[config.mk]
export PLATFORM = sky130hd
export DESIGN_NAME = qap_ctrl
export DESIGN_NICKNAME = d
export VERILOG_FILES = /design/src/sv/qap_pkg.sv /design/src/sv/qap_ctrl.sv
export SDC_FILE = /design/constraint.sdc
export NUM_CORES = 1
export LEC_CHECK = 0
export ABC_AREA = 0
export BUFFER_PORTS_ARGS = -buffer_cell sky130_fd_sc_hd__buf_2
export CAP_MARGIN = 0
export CELL_PAD_IN_SITES_DETAIL_PLACEMENT = 1
export CELL_PAD_IN_SITES_GLOBAL_PLACEMENT = 1
export CORE_MARGIN = 4
export CORE_UTILIZATION = 39
export CTS_BUF_LIST = sky130_fd_sc_hd__clkbuf_4 sky130_fd_sc_hd__clkbuf_8
export DETAILED_ROUTE_END_ITERATION = 6
export GPL_TIMING_DRIVEN = 0
export PLACE_DENSITY = 0.88
export SYNTH_ARGS = -nofsm -noshare
export SYNTH_HDL_FRONTEND = slang
export SYNTH_SLANG_ARGS = --single-unit
[constraint.sdc]
create_clock -name clk -period 1.84 [get_ports clk]
set_input_delay 0 -clock clk [delete_from_list [all_inputs] [get_ports clk]]
set_output_delay 0 -clock clk [all_outputs]
set_load 0.01 [all_outputs]
[src/sv/qap_pkg.sv]
// ----------------------------------------------------------------------------
// qap_pkg
// Types, opcodes and constant tables shared by the attitude propagator.
// ----------------------------------------------------------------------------
package qap_pkg;

  localparam logic signed [31:0] Q_ONE    = 32'sh4000_0000;
  localparam logic [31:0]        TS_RESET = 32'd42949673;
  localparam logic [63:0]        SQRT_BIT0 = 64'h4000_0000_0000_0000;

  // datapath operations
  localparam logic [4:0] OP_NONE      = 5'd0;
  localparam logic [4:0] OP_CAPTURE   = 5'd1;
  localparam logic [4:0] OP_TERM_MUL  = 5'd2;
  localparam logic [4:0] OP_TERM_ACC  = 5'd3;
  localparam logic [4:0] OP_SCL_HI    = 5'd4;
  localparam logic [4:0] OP_SCL_LO    = 5'd5;
  localparam logic [4:0] OP_SCL_ADD   = 5'd6;
  localparam logic [4:0] OP_SCL_SUM   = 5'd7;
  localparam logic [4:0] OP_SQ_MUL    = 5'd8;
  localparam logic [4:0] OP_SQ_ACC    = 5'd9;
  localparam logic [4:0] OP_IDENT     = 5'd10;
  localparam logic [4:0] OP_SQRT_INIT = 5'd11;
  localparam logic [4:0] OP_SQRT_STEP = 5'd12;
  localparam logic [4:0] OP_DIV_INIT  = 5'd13;
  localparam logic [4:0] OP_DIV_STEP  = 5'd14;
  localparam logic [4:0] OP_DIV_WRITE = 5'd15;
  localparam logic [4:0] OP_OUT       = 5'd16;

  // product terms of q (x) (0, omega), three per component w, x, y, z
  localparam logic [1:0] TERM_QSEL [12] = '{2'd1, 2'd2, 2'd3,
                                            2'd0, 2'd2, 2'd3,
                                            2'd0, 2'd1, 2'd3,
                                            2'd0, 2'd1, 2'd2};
  localparam logic [1:0] TERM_OSEL [12] = '{2'd0, 2'd1, 2'd2,
                                            2'd0, 2'd2, 2'd1,
                                            2'd1, 2'd2, 2'd0,
                                            2'd2, 2'd1, 2'd0};
  localparam logic       TERM_NEG  [12] = '{1'b1, 1'b1, 1'b1,
                                            1'b0, 1'b0, 1'b1,
                                            1'b0, 1'b1, 1'b0,
                                            1'b0, 1'b0, 1'b1};

  typedef struct packed {
    logic [4:0] op;
    logic [3:0] term;
    logic [1:0] idx;
  } cmd_t;

  typedef struct packed {
    logic norm_zero;
    logic out_free;
  } stat_t;

endpackage

[src/sv/qap_ctrl.sv]
// ----------------------------------------------------------------------------
// qap_ctrl
// Sequencer that steps the datapath through update and renormalization.
// ----------------------------------------------------------------------------
module qap_ctrl (
  input  logic           clk,
  input  logic           rst,
  input  logic           in_fire,
  input  logic           command,
  output logic           in_ready,
  output qap_pkg::cmd_t  cmd,
  input  qap_pkg::stat_t stat
);

  localparam logic [3:0] S_IDLE  = 4'd0;
  localparam logic [3:0] S_TMUL  = 4'd1;
  localparam logic [3:0] S_TACC  = 4'd2;
  localparam logic [3:0] S_SHI   = 4'd3;
  localparam logic [3:0] S_SLO   = 4'd4;
  localparam logic [3:0] S_SADD  = 4'd5;
  localparam logic [3:0] S_SSUM  = 4'd6;
  localparam logic [3:0] S_SQMUL = 4'd7;
  localparam logic [3:0] S_SQACC = 4'd8;
  localparam logic [3:0] S_CHK   = 4'd9;
  localparam logic [3:0] S_SQS   = 4'd10;
  localparam logic [3:0] S_DVI   = 4'd11;
  localparam logic [3:0] S_DVS   = 4'd12;
  localparam logic [3:0] S_DVW   = 4'd13;
  localparam logic [3:0] S_OUT   = 4'd14;

  logic [3:0] state, state_next;
  logic [3:0] k, k_next;
  logic [1:0] i, i_next;
  logic [4:0] it, it_next;

  always_comb begin
    state_next = state;
    k_next     = k;
    i_next     = i;
    it_next    = it;
    cmd.op     = qap_pkg::OP_NONE;
    cmd.term   = k;
    cmd.idx    = i;
    unique case (state)
      S_IDLE: begin
        if (in_fire) begin
          cmd.op     = qap_pkg::OP_CAPTURE;
          state_next = command ? S_TMUL : S_SQMUL;
          k_next     = '0;
          i_next     = '0;
        end
      end
      S_TMUL: begin
        cmd.op     = qap_pkg::OP_TERM_MUL;
        state_next = S_TACC;
      end
      S_TACC: begin
        cmd.op     = qap_pkg::OP_TERM_ACC;
        k_next     = k + 4'd1;
        state_next = (k == (4'(i) * 4'd3 + 4'd2)) ? S_SHI : S_TMUL;
      end
      S_SHI: begin
        cmd.op     = qap_pkg::OP_SCL_HI;
        state_next = S_SLO;
      end
      S_SLO: begin
        cmd.op     = qap_pkg::OP_SCL_LO;
        state_next = S_SADD;
      end
      S_SADD: begin
        cmd.op     = qap_pkg::OP_SCL_ADD;
        state_next = S_SSUM;
      end
      S_SSUM: begin
        cmd.op = qap_pkg::OP_SCL_SUM;
        i_next = i + 2'd1;
        state_next = (i == 2'd3) ? S_SQMUL : S_TMUL;
      end
      S_SQMUL: begin
        cmd.op     = qap_pkg::OP_SQ_MUL;
        state_next = S_SQACC;
      end
      S_SQACC: begin
        cmd.op     = qap_pkg::OP_SQ_ACC;
        i_next     = i + 2'd1;
        state_next = (i == 2'd3) ? S_CHK : S_SQMUL;
      end
      S_CHK: begin
        it_next = '0;
        if (stat.norm_zero) begin
          cmd.op     = qap_pkg::OP_IDENT;
          state_next = S_OUT;
        end else begin
          cmd.op     = qap_pkg::OP_SQRT_INIT;
          state_next = S_SQS;
        end
      end
      S_SQS: begin
        cmd.op  = qap_pkg::OP_SQRT_STEP;
        it_next = it + 5'd1;
        if (it == 5'd31) begin
          i_next     = '0;
          state_next = S_DVI;
        end
      end
      S_DVI: begin
        cmd.op     = qap_pkg::OP_DIV_INIT;
        it_next    = '0;
        state_next = S_DVS;
      end
      S_DVS: begin
        cmd.op  = qap_pkg::OP_DIV_STEP;
        it_next = it + 5'd1;
        if (it == 5'd30) begin
          state_next = S_DVW;
        end
      end
      S_DVW: begin
        cmd.op     = qap_pkg::OP_DIV_WRITE;
        i_next     = i + 2'd1;
        state_next = (i == 2'd3) ? S_OUT : S_DVI;
      end
      S_OUT: begin
        if (stat.out_free) begin
          cmd.op     = qap_pkg::OP_OUT;
          state_next = S_IDLE;
        end
      end
      default: begin
        state_next = S_IDLE;
      end
    endcase
  end

  assign in_ready = (state == S_IDLE);

  always_ff @(posedge clk) begin
    if (rst) begin
      state <= S_IDLE;
      k     <= '0;
      i     <= '0;
      it    <= '0;
    end else begin
      state <= state_next;
      k     <= k_next;
      i     <= i_next;
      it    <= it_next;
    end
  end

endmodule

Word level (Yosys, flattened, before mapping)
Cells that the tools add are included.
{"block": "op_classes", "add_sub_neg": 4, "multipliers": 1, "n_eq_ne": 22, "n_mux": 21, "reduce_logical": 10}
{"cell": "$pmux 5 s15", "n": 1}
{"cell": "$pmux 4 s15", "n": 1}
{"cell": "$eq 4x4->1 const B", "n": 7}
{"cell": "$mux 4", "n": 6}
{"cell": "$eq 4x3->1 const B", "n": 4}
{"cell": "$mux 3", "n": 4}
{"cell": "$eq 5x5->1 const B", "n": 2}
{"cell": "$pmux 5 s2", "n": 1}
{"cell": "$eq 4x2->1 const B", "n": 2}
{"cell": "$ne 2x2->1 const B", "n": 4}
{"cell": "$pmux 4 s2", "n": 1}
{"cell": "$mux 2", "n": 3}
{"cell": "$pmux 2 s3", "n": 1}
{"cell": "$add 5x1->5 const B", "n": 1}
{"cell": "$mux 5", "n": 1}
{"cell": "$add 4x1->4 const B", "n": 1}
{"cell": "$add 4x2->4 const B", "n": 1}
{"cell": "$eq 4x1->1 const B", "n": 1}
{"cell": "$eq 4x4->1", "n": 1}
{"cell": "$logic_not 4->1", "n": 1}
{"cell": "$mul 2x2->4 const B", "n": 1}
{"cell": "$reduce_and 4->1", "n": 1}
{"cell": "$reduce_bool 2->1", "n": 2}
{"cell": "$reduce_or 2->1", "n": 2}
{"cell": "other kinds (7)", "n": 8}
{"block": "word_totals", "regBits": 15, "inputBits": 6, "out_inout_bits": 12, "elab_cells": 62}

Logic depth before layout (Yosys ltp)
Gate-level depths: netlist (run 1).
{"block": "depth", "ltp_word": 5, "mapped_depth": 7}

Worst setup path before layout (run 1)
OpenSTA, ideal clock, no wires.
{"block": "synth_timing", "kind": "register to register", "start": "reg it[0]", "end": "reg state[1]", "setup_ns": 0.075, "arrival_time_ns": 1.658, "setup_slack_ns": 0.107, "stages_incl_launch_ff": 8, "cell_sequence": "dfxtp_1 ha_1 and3_1 ha_1 and3b_1 o21a_1 or3_1 o22ai_1"}
{"block": "synth_via", "elab_chain_len": 3}
{"item": "start: declaration", "line": "qap_ctrl.sv:34", "text": "logic [4:0] it, it_next;"}
{"item": "start signal: assignment", "line": "qap_ctrl.sv:147", "text": "it <= it_next;"}
{"item": "$eq 5x5->1 (on tied branches)", "line": "qap_ctrl.sv:114, qap_ctrl.sv:101"}
{"item": "$ne 2x2->1 (no line)"}
{"item": "$reduce_and 4->1 (no line) *"}
{"item": "end signal: assignment", "line": "qap_ctrl.sv:144", "text": "state <= state_next;"}
{"item": "end: declaration", "line": "qap_ctrl.sv:31", "text": "logic [3:0] state, state_next;"}
Every way passes the cells marked *; elsewhere a longest branch is shown, timed or not.
A chain may end at the register's enable or synchronous reset.

Final worst setup path (run 1)
{"block": "layout_timing", "start": "reg it[1]", "end": "reg state[1]"}
Same word-level chain as after synthesis.

==> results of run 1 <==
per-stage QoR:
step	total power (W)	cells	setup slack [ns]	util, %
finish	0.00115	212	0.0724	51.2
global route	0.00123	212	-0.0209	51.2
global placement	0.000879	202	-0.0324	46.4
CTS	0.00113	208	0.000997	48.9
detailed placement	0.000904	202	-0.0921	46.4
floorplan	0.000756	154	0.107	-
path summary, 6_finish.rpt:
check           from  endpoint  slack [ns]  cells after the start
max            it[1]  state[1]        0.07                      7
min          stat[0]  state[2]        0.22                      4
max reg2reg    it[1]  state[1]        0.07                      7
min reg2reg    it[3]     it[3]        0.53                      2
placed cells by master (no fill, tap or decap), drive strengths merged, types with 2 or more instances in the layout:
cell / synthesis / final
buf: 10 / 30
nor2: 15 / 15
dfxtp: 15 / 15
a21oi: 12 / 12
o21ai: 11 / 11
nand2: 8 / 8
inv: 6 / 6
clkbuf: 1 / 6
nor3: 6 / 6
ha: 6 / 6
nand2b: 5 / 5
nand3: 5 / 5
a211oi: 5 / 5
xor2: 5 / 5
or3: 4 / 4
and3b: 3 / 3
a31oi: 3 / 3
o22ai: 3 / 3
and3: 3 / 3
xnor2: 2 / 2
a311oi: 2 / 2
o21ba: 2 / 2
nand3b: 2 / 2
a221oi: 2 / 2
o32ai: 2 / 2
nor3b: 2 / 2
dlygate4sd3: 0 / 2
what timing repair did:
action / in CTS / in global routing
pin swaps: 0 / 5
endpoints found under the setup margin: 2 / 3
buffers inserted: 0 / 5
hold buffers: 2 / 0
hold endpoints to repair: 2 / 0
resized for setup: 8 / 13
worst register-to-register path, delay by kind of cell (launching register included):
family,cells,cell delay [ns]
simple gates,3,0.67
flops,1,0.39
compound gates,2,0.39
fa+ha+maj,2,0.26
cells by family after synthesis:
kind of cell / Yosys count / synth area share (%)
XOR/XNOR: 7 / 5.11
adder cells (fa/ha/maj): 6 / 6.26
AO/OA/AOI/OAI: 48 / 26.0
multiplexers: 1 / 0.938
flip-flops: 15 / 25.0
buffers and inverters: 17 / 6.57
AND/OR/NAND/NOR: 60 / 30.1
sequential cells by signal (all words and copies together), names as in the netlist:
register  cells
it            5
k             4
state         4
i             2
power groups by stage:
| stage | registers, W | clock network, W | logic [W] |
|---|---|---|---|
| after floorplan | 0.000377 | 0 | 0.000379 |
| after global placement | 0.000379 | 0 | 0.000499 |
| after detailed placement | 0.000381 | 0 | 0.000522 |
| after CTS | 0.000371 | 0.000223 | 0.000531 |
| after global routing | 0.000378 | 0.000242 | 0.000606 |
| final | 0.000373 | 0.000219 | 0.000557 |
cell type report:
| class | instances | share of cell area, % |
|---|---|---|
| plain buffers | 10 | 4.20 |
| clock buffers | 4 | 2.05 |
| inverters | 6 | 1.54 |
| multi-input cells | 122 | 58.6 |
| flip-flops and latches | 15 | 21.2 |
| well taps | 31 | 2.65 |
| repair buffers | 24 | 9.76 |
layer usage:
metal  vias up  part of all wire, %  global-route usage (%)  routed length, µm
met5         -                    0                       0                  0
met4         0                 0.70                    4.31                 26
met3         4                  3.7                    3.91                138
met2        29                   52                    36.2               1960
met1       622                   43                    22.6               1620
li1        620                    -                       -                  -
==> summary.md, run 1 <==
| Metric | Value |
|---|---|
| Filler cell count | `roughly 360` |
| Worst-path clk slew | `0.10 ns` |
| Post-Syn Instances | `154` |
| CTS tree | `done` |
| Layout cells sized above 1 | `29.8%` |
| Clock buffer depth | `2` |
| Sequential area share after synthesis | `between 20% and 30%` |
| Critical path class | `register to register` |
| Relative slew slack | `approximately 64%` |
| Die Wd | `63.5 µm` |
| Area of the multi-input gates | `between 800 and 900 µm²` |
| Max stage delay cell, worst path | `dfxtp_4` |
| Dpl cell area | `around 0.0013 mm²` |
| # rows | `19` |
| Internal power | `0.000683 W` |
| Register bit total from synthesis | `15` |
| Hold WS | `0.216 ns` |
| Global route overflow | `0` |
| Worst Tran Pin Value | `0.536 ns` |
| Initial DRT Pass Iterations | `4` |
| Min-delay worst type | `input pin to register` |
| H-tree lvl count | `1` |
| Synth Flop Type | `dfxtp_1` |
| Initial antenna violation count | `0` |
| Io pins | `18` |
| Crit path buffers/inverters | `0` |
| # clock sinks | `15` |
| Min Tclk post-route | `1.77 ns` |
| Synth area leader | `dfxtp_1` |
| Post-synth cell types | `43` |
| Setup_tns | `0 ns` |
| Vias in the first global route | `1,381` |
| Post-synth EDFFs | `0` |
| First-pass GRT wire length | `between 6000 and 7000 µm` |
| Layout area overhead | `21.8%` |
| Pwr Density | `787 mW/mm²` |
| Final clock skew | `~0.0032 ns` |
| Peak supply drop | `0.423 mV` |
| CP Capture Type | `register` |
| Finished Cell Area | `between 0.001 and 0.0015 mm²` |
| Worst stage delay on the critical path | `0.39 ns` |
| TritonCTS Buffers | `3` |
| Max-Cap Viols | `0` |
| Initial Util | `42.1%` |
| Detailed placer's ending HPWL | `~2700 µm` |
| Port Buffers | `17` |
| Max Fclk | `566 MHz` |
| DIE HEIGHT | `63.5 µm` |
| RSZ-0062 raised after global routing | `yes` |
| Synth area leaders | `dfxtp_1 (25%), ha_1 (6.3%), a21oi_1 (5.0%)` |
| Routed len/inst | `17.6 µm` |
| Via density | `6.01` |
| Worst Path Required | `2.06 ns` |
| Final Hold Viols | `0` |
| Syn. warnings | `0` |
| Net count, final | `194` |
| Most used cell, CP | `ha_4` |
| N_diodes | `0` |
| Largest net degree at the start of global routing | `11` |
| Yosys top cell area share | `25.0%` |
| Top Family by Delay on Critical Path | `simple AND/OR/NAND/NOR gates` |
| Clock network fraction of design power | `19.0%` |
| Crit path DAT | `1.99 ns` |
| Worst skew pair latency | `0.29 ns` |
| Mean Syn Cell Area | `7.79 µm²` |
| Slew Viols, Final | `0` |
| Switch share | `around two fifths` |
| CP max FO | `6` |
| Initial DRC count | `36` |
| Final period util | `96.1%` |
| Die area | `0.00403 mm²` |
| Crit path cell chain | `ha_4 > and3_4 > ha_4 > and3b_1 > o21a_2 > or3_1 > o22ai_1` |
| Switching pwr | `0.000466 W` |
| Post-Syn Nets | `166` |
| Drt total wl | `3740 µm` |
| Via count | `approximately 1,300` |
| LEAKAGE | `0.608 nW` |
| Final setup viols | `0` |
| FF+latch area | `310 µm²` |
| Seq pwr share | `32.5%` |
| Commonest cells in the netlist | `dfxtp_1 (15), nor2_1 (15), a21oi_1 (12), o21ai_0 (11), nand2_1 (8)` |
| Status | `finished clean` |
| DRC | `0` |
| Fraction of registers with async set/reset | `0%` |
| Routability cong. | `between 0.8 and 0.9` |
| Post-Syn Area | `~0.0012 mm²` |
| Worst Setup Start Kind | `register` |
| Clk root buf | `clkbuf_4` |
| Global Route Usage Sum | `roughly a fifth` |
| Core Region | `0.00285 mm²` |
| Combinational share of power | `48.5%` |
| Final ANT Viol Nets | `0` |
Power figures use the tool's default switching activity.
==> inputs of run 2 (changes only) <==
--- a/config.mk
+++ b/config.mk
@@ -11,11 +11,11 @@
 export CELL_PAD_IN_SITES_DETAIL_PLACEMENT = 1
 export CELL_PAD_IN_SITES_GLOBAL_PLACEMENT = 1
 export CORE_MARGIN = 4
-export CORE_UTILIZATION = 39
+export CORE_UTILIZATION = 43
 export CTS_BUF_LIST = sky130_fd_sc_hd__clkbuf_4 sky130_fd_sc_hd__clkbuf_8
 export DETAILED_ROUTE_END_ITERATION = 6
 export GPL_TIMING_DRIVEN = 0
-export PLACE_DENSITY = 0.88
+export PLACE_DENSITY = 0.91
 export SYNTH_ARGS = -nofsm -noshare
 export SYNTH_HDL_FRONTEND = slang
 export SYNTH_SLANG_ARGS = --single-unit
==> constraint.sdc (replaced) <==
create_clock -name clk -period 1.7 [get_ports clk]
set_input_delay 0 -clock clk [delete_from_list [all_inputs] [get_ports clk]]
set_output_delay 0 -clock clk [all_outputs]
set_load 0.01 [all_outputs]
==> run 2 against run 1 <==
- register-to-register slack worse by 0.14 ns
- critical path depth stayed put
- the flow now finishes with violations (setup timing)
- non-clock buffer count is 2 higher
- die area is 8.1% lower
- global-route usage is 4.9 points higher
- critical path type unchanged
==> summary.md, run 2 (same netlist as run 1, synthesis figures left out) <==
| Metric | Value |
|---|---|
| Status | `finished, violations left` |
| Violated checks | `setup timing` |
| Die Wd | `60.8 µm (-4.2%)` |
| Most common cell after layout, fill and taps aside | `buf_2` |
| Layout cells sized above 1 | `35.5% (+5.7 points)` |
| H-tree lvl count | `1 (unchanged)` |
| Relative slew slack | `61.4% (-2.8 points)` |
| # clock sinks | `15 (unchanged)` |
| Global route overflow | `0 (unchanged)` |
| Worst stage delay on the critical path | `0.38 ns (about the same)` |
| Via count | `1,363 (+6.9%)` |
| Crit path DAT | `1.98 ns (about the same)` |
| Vias in the first global route | `1,371 (-0.72%)` |
| Net count, final | `196 (+1.0%)` |
| LEAKAGE | `0.635 nW (+4.3%)` |
| Crit path cell chain | `ha_4 > and3_4 > ha_4 > and3b_1 > o21a_2 > or3_1 > o22ai_1` |
| Critical path class | `register to register` |
| Routability cong. | `0.856 (+5.3%)` |
| Layout area overhead | `29.2%` |
| Port Buffers | `17 (unchanged)` |
| CP Capture Type | `register` |
| Dpl cell area | `0.00133 mm² (+0.28%)` |
| Overall power after layout | `0.00134 W (+17%)` |
| Slew Viols, Final | `0 (unchanged)` |
| First-pass GRT wire length | `6580 µm (+4.5%)` |
| Largest net degree at the start of global routing | `11 (unchanged)` |
| CP max FO | `3 (-3)` |
| Worst-path clk slew | `0.10 ns (about the same)` |
| Pwr Density | `867 mW/mm² (+10%)` |
| Worst Path Required | `1.91 ns (-0.15 ns)` |
| # rows | `18 (-1)` |
| Min Tclk post-route | `1.76 ns (-0.00466 ns)` |
| Drt total wl | `4390 µm (+17%)` |
| Top reg by flops | `it` |
| Final period util | `104% (+7.6 points)` |
| Regs by FF count | `it: 5 flops, k: 4 flops, state: 4 flops` |
| Filler cell count | `322 (-10%)` |
| Worst skew pair latency | `0.29 ns (about the same)` |
| Clock buffer depth | `2 (unchanged)` |
| Core Region | `0.00257 mm² (-10%)` |
| Global Route Usage Sum | `24.3% (+4.9 points)` |
| Top Family by Delay on Critical Path | `simple AND/OR/NAND/NOR gates` |
| DIE HEIGHT | `60.8 µm (-4.2%)` |
| Most frequent cells in the layout | `buf_2 (19), nor2_1 (15), o21ai_0 (11), buf_4 (10), a21oi_1 (10)` |
| Die area | `0.00370 mm² (-8.1%)` |
| Io pins | `18 (unchanged)` |
| Crit path buffers/inverters | `0 (unchanged)` |
| Final WS setup | `-0.0629 ns (-0.135 ns)` |
| Final clock skew | `0.000751 ns (-0.00249 ns)` |
| Via density | `6.40 (+6.4%)` |
| Max-Cap Viols | `0 (unchanged)` |
| Initial DRT Pass Iterations | `4 (unchanged)` |
| Max Fclk | `567 MHz (+0.26%)` |
| Flip-flop count of the largest register after layout | `5 (unchanged)` |
| CTS tree | `done` |
| Final setup viols | `5 (+5)` |
| Peak supply drop | `0.528 mV (+25%)` |
| TritonCTS Buffers | `3 (unchanged)` |
| Final Hold Viols | `0 (unchanged)` |
| Routed len/inst | `20.6 µm (+17%)` |
| Post-Route Utilization | `60.4% (+9.2 points)` |
| Worst Tran Pin Value | `0.578 ns (+0.0423 ns)` |
| Hold WS | `0.235 ns (+0.0182 ns)` |
| Initial DRC count | `41 (+14%)` |
| Worst Setup Start Kind | `register` |
| Clk root buf | `clkbuf_4` |
| Max stage delay cell, worst path | `dfxtp_4` |
| Setup_tns | `-0.167 ns (-0.167 ns)` |
| RSZ-0062 raised after global routing | `yes` |
| N_diodes | `0 (unchanged)` |
| Detailed placer's ending HPWL | `2900 µm (+6.0%)` |
| Final ANT Viol Nets | `0 (unchanged)` |
| Min-delay worst type | `input pin to register` |
| Finished Cell Area | `0.00155 mm² (+6.1%)` |
| DRC | `0 (unchanged)` |
| Initial antenna violation count | `0 (unchanged)` |
| Initial Util | `46.7% (+4.7 points)` |
| Most used cell, CP | `ha_4` |
## run 2: changes by cell type in the layout (fill, tap and decap cells not counted), sizes merged
cell    change
buf         +3
clkbuf      -2
clkinv      +1
## run 2: layout make-up
cell class	instances	area [µm²]	area share, %
multi-input combinational	122	901	58.1
inverter	6	22.5	1.45
timing repair buffer	26	161	10.4
sequential	15	315	20.3
buffer	10	85.1	5.49
tap	30	37.5	2.42
clock inverter	1	5.00	0.323
clock buffer	3	22.5	1.45
## run 2: per-stage QoR
step | std cells | setup WS (ns)
6_report | 213 | -0.0629
5_1_grt | 213 | -0.120
4_1_cts | 213 | -0.0518
3_5_place_dp | 201 | -0.201
3_3_place_gp | 201 | -0.114
2_1_floorplan | 154 | 0.00545
## run 2: where the power goes
| part | internal [W] | switching (W) | total, W | leakage, nW |
|---|---|---|---|---|
| registers | 0.000380 | 0.0000492 | 0.000429 | 0.125 |
| logic | 0.000316 | 0.000383 | 0.000699 | 0.492 |
| clock network | 0.0000876 | 0.000128 | 0.000216 | 0.0177 |
## run 2: layer usage
metal  global-route usage, %  wire, µm
met3                    4.68       211
met2                    44.4      2360
met5                       0         0
met4                    7.12       122
met1                    28.5      1700
## run 2: what timing repair did
action                                  in CTS  in global routing
resized for setup                           15                 21
hold buffers                                 2                  0
pin swaps                                    6                  7
endpoints found under the setup margin       8                 10
hold endpoints to repair                     2                  0
setup buffers                                6                  1
## run 2: worst paths after layout
path | from | endpoint | slack [ns] | depth (start not counted)
max | it[1] | state[1] | -0.06 | 7
min | stat[0] | state[2] | 0.23 | 4
max reg2reg | it[1] | state[1] | -0.06 | 7
min reg2reg | it[2] | it[2] | 0.54 | 2
## run 2: worst reg2reg max path, cell delays in order, from the launching register on
cell     delay [ns]
dfxtp_4        0.38
ha_4           0.13
and3_4         0.19
ha_4           0.11
and3b_1        0.18
o21a_2         0.23
or3_1          0.31
o22ai_1        0.17
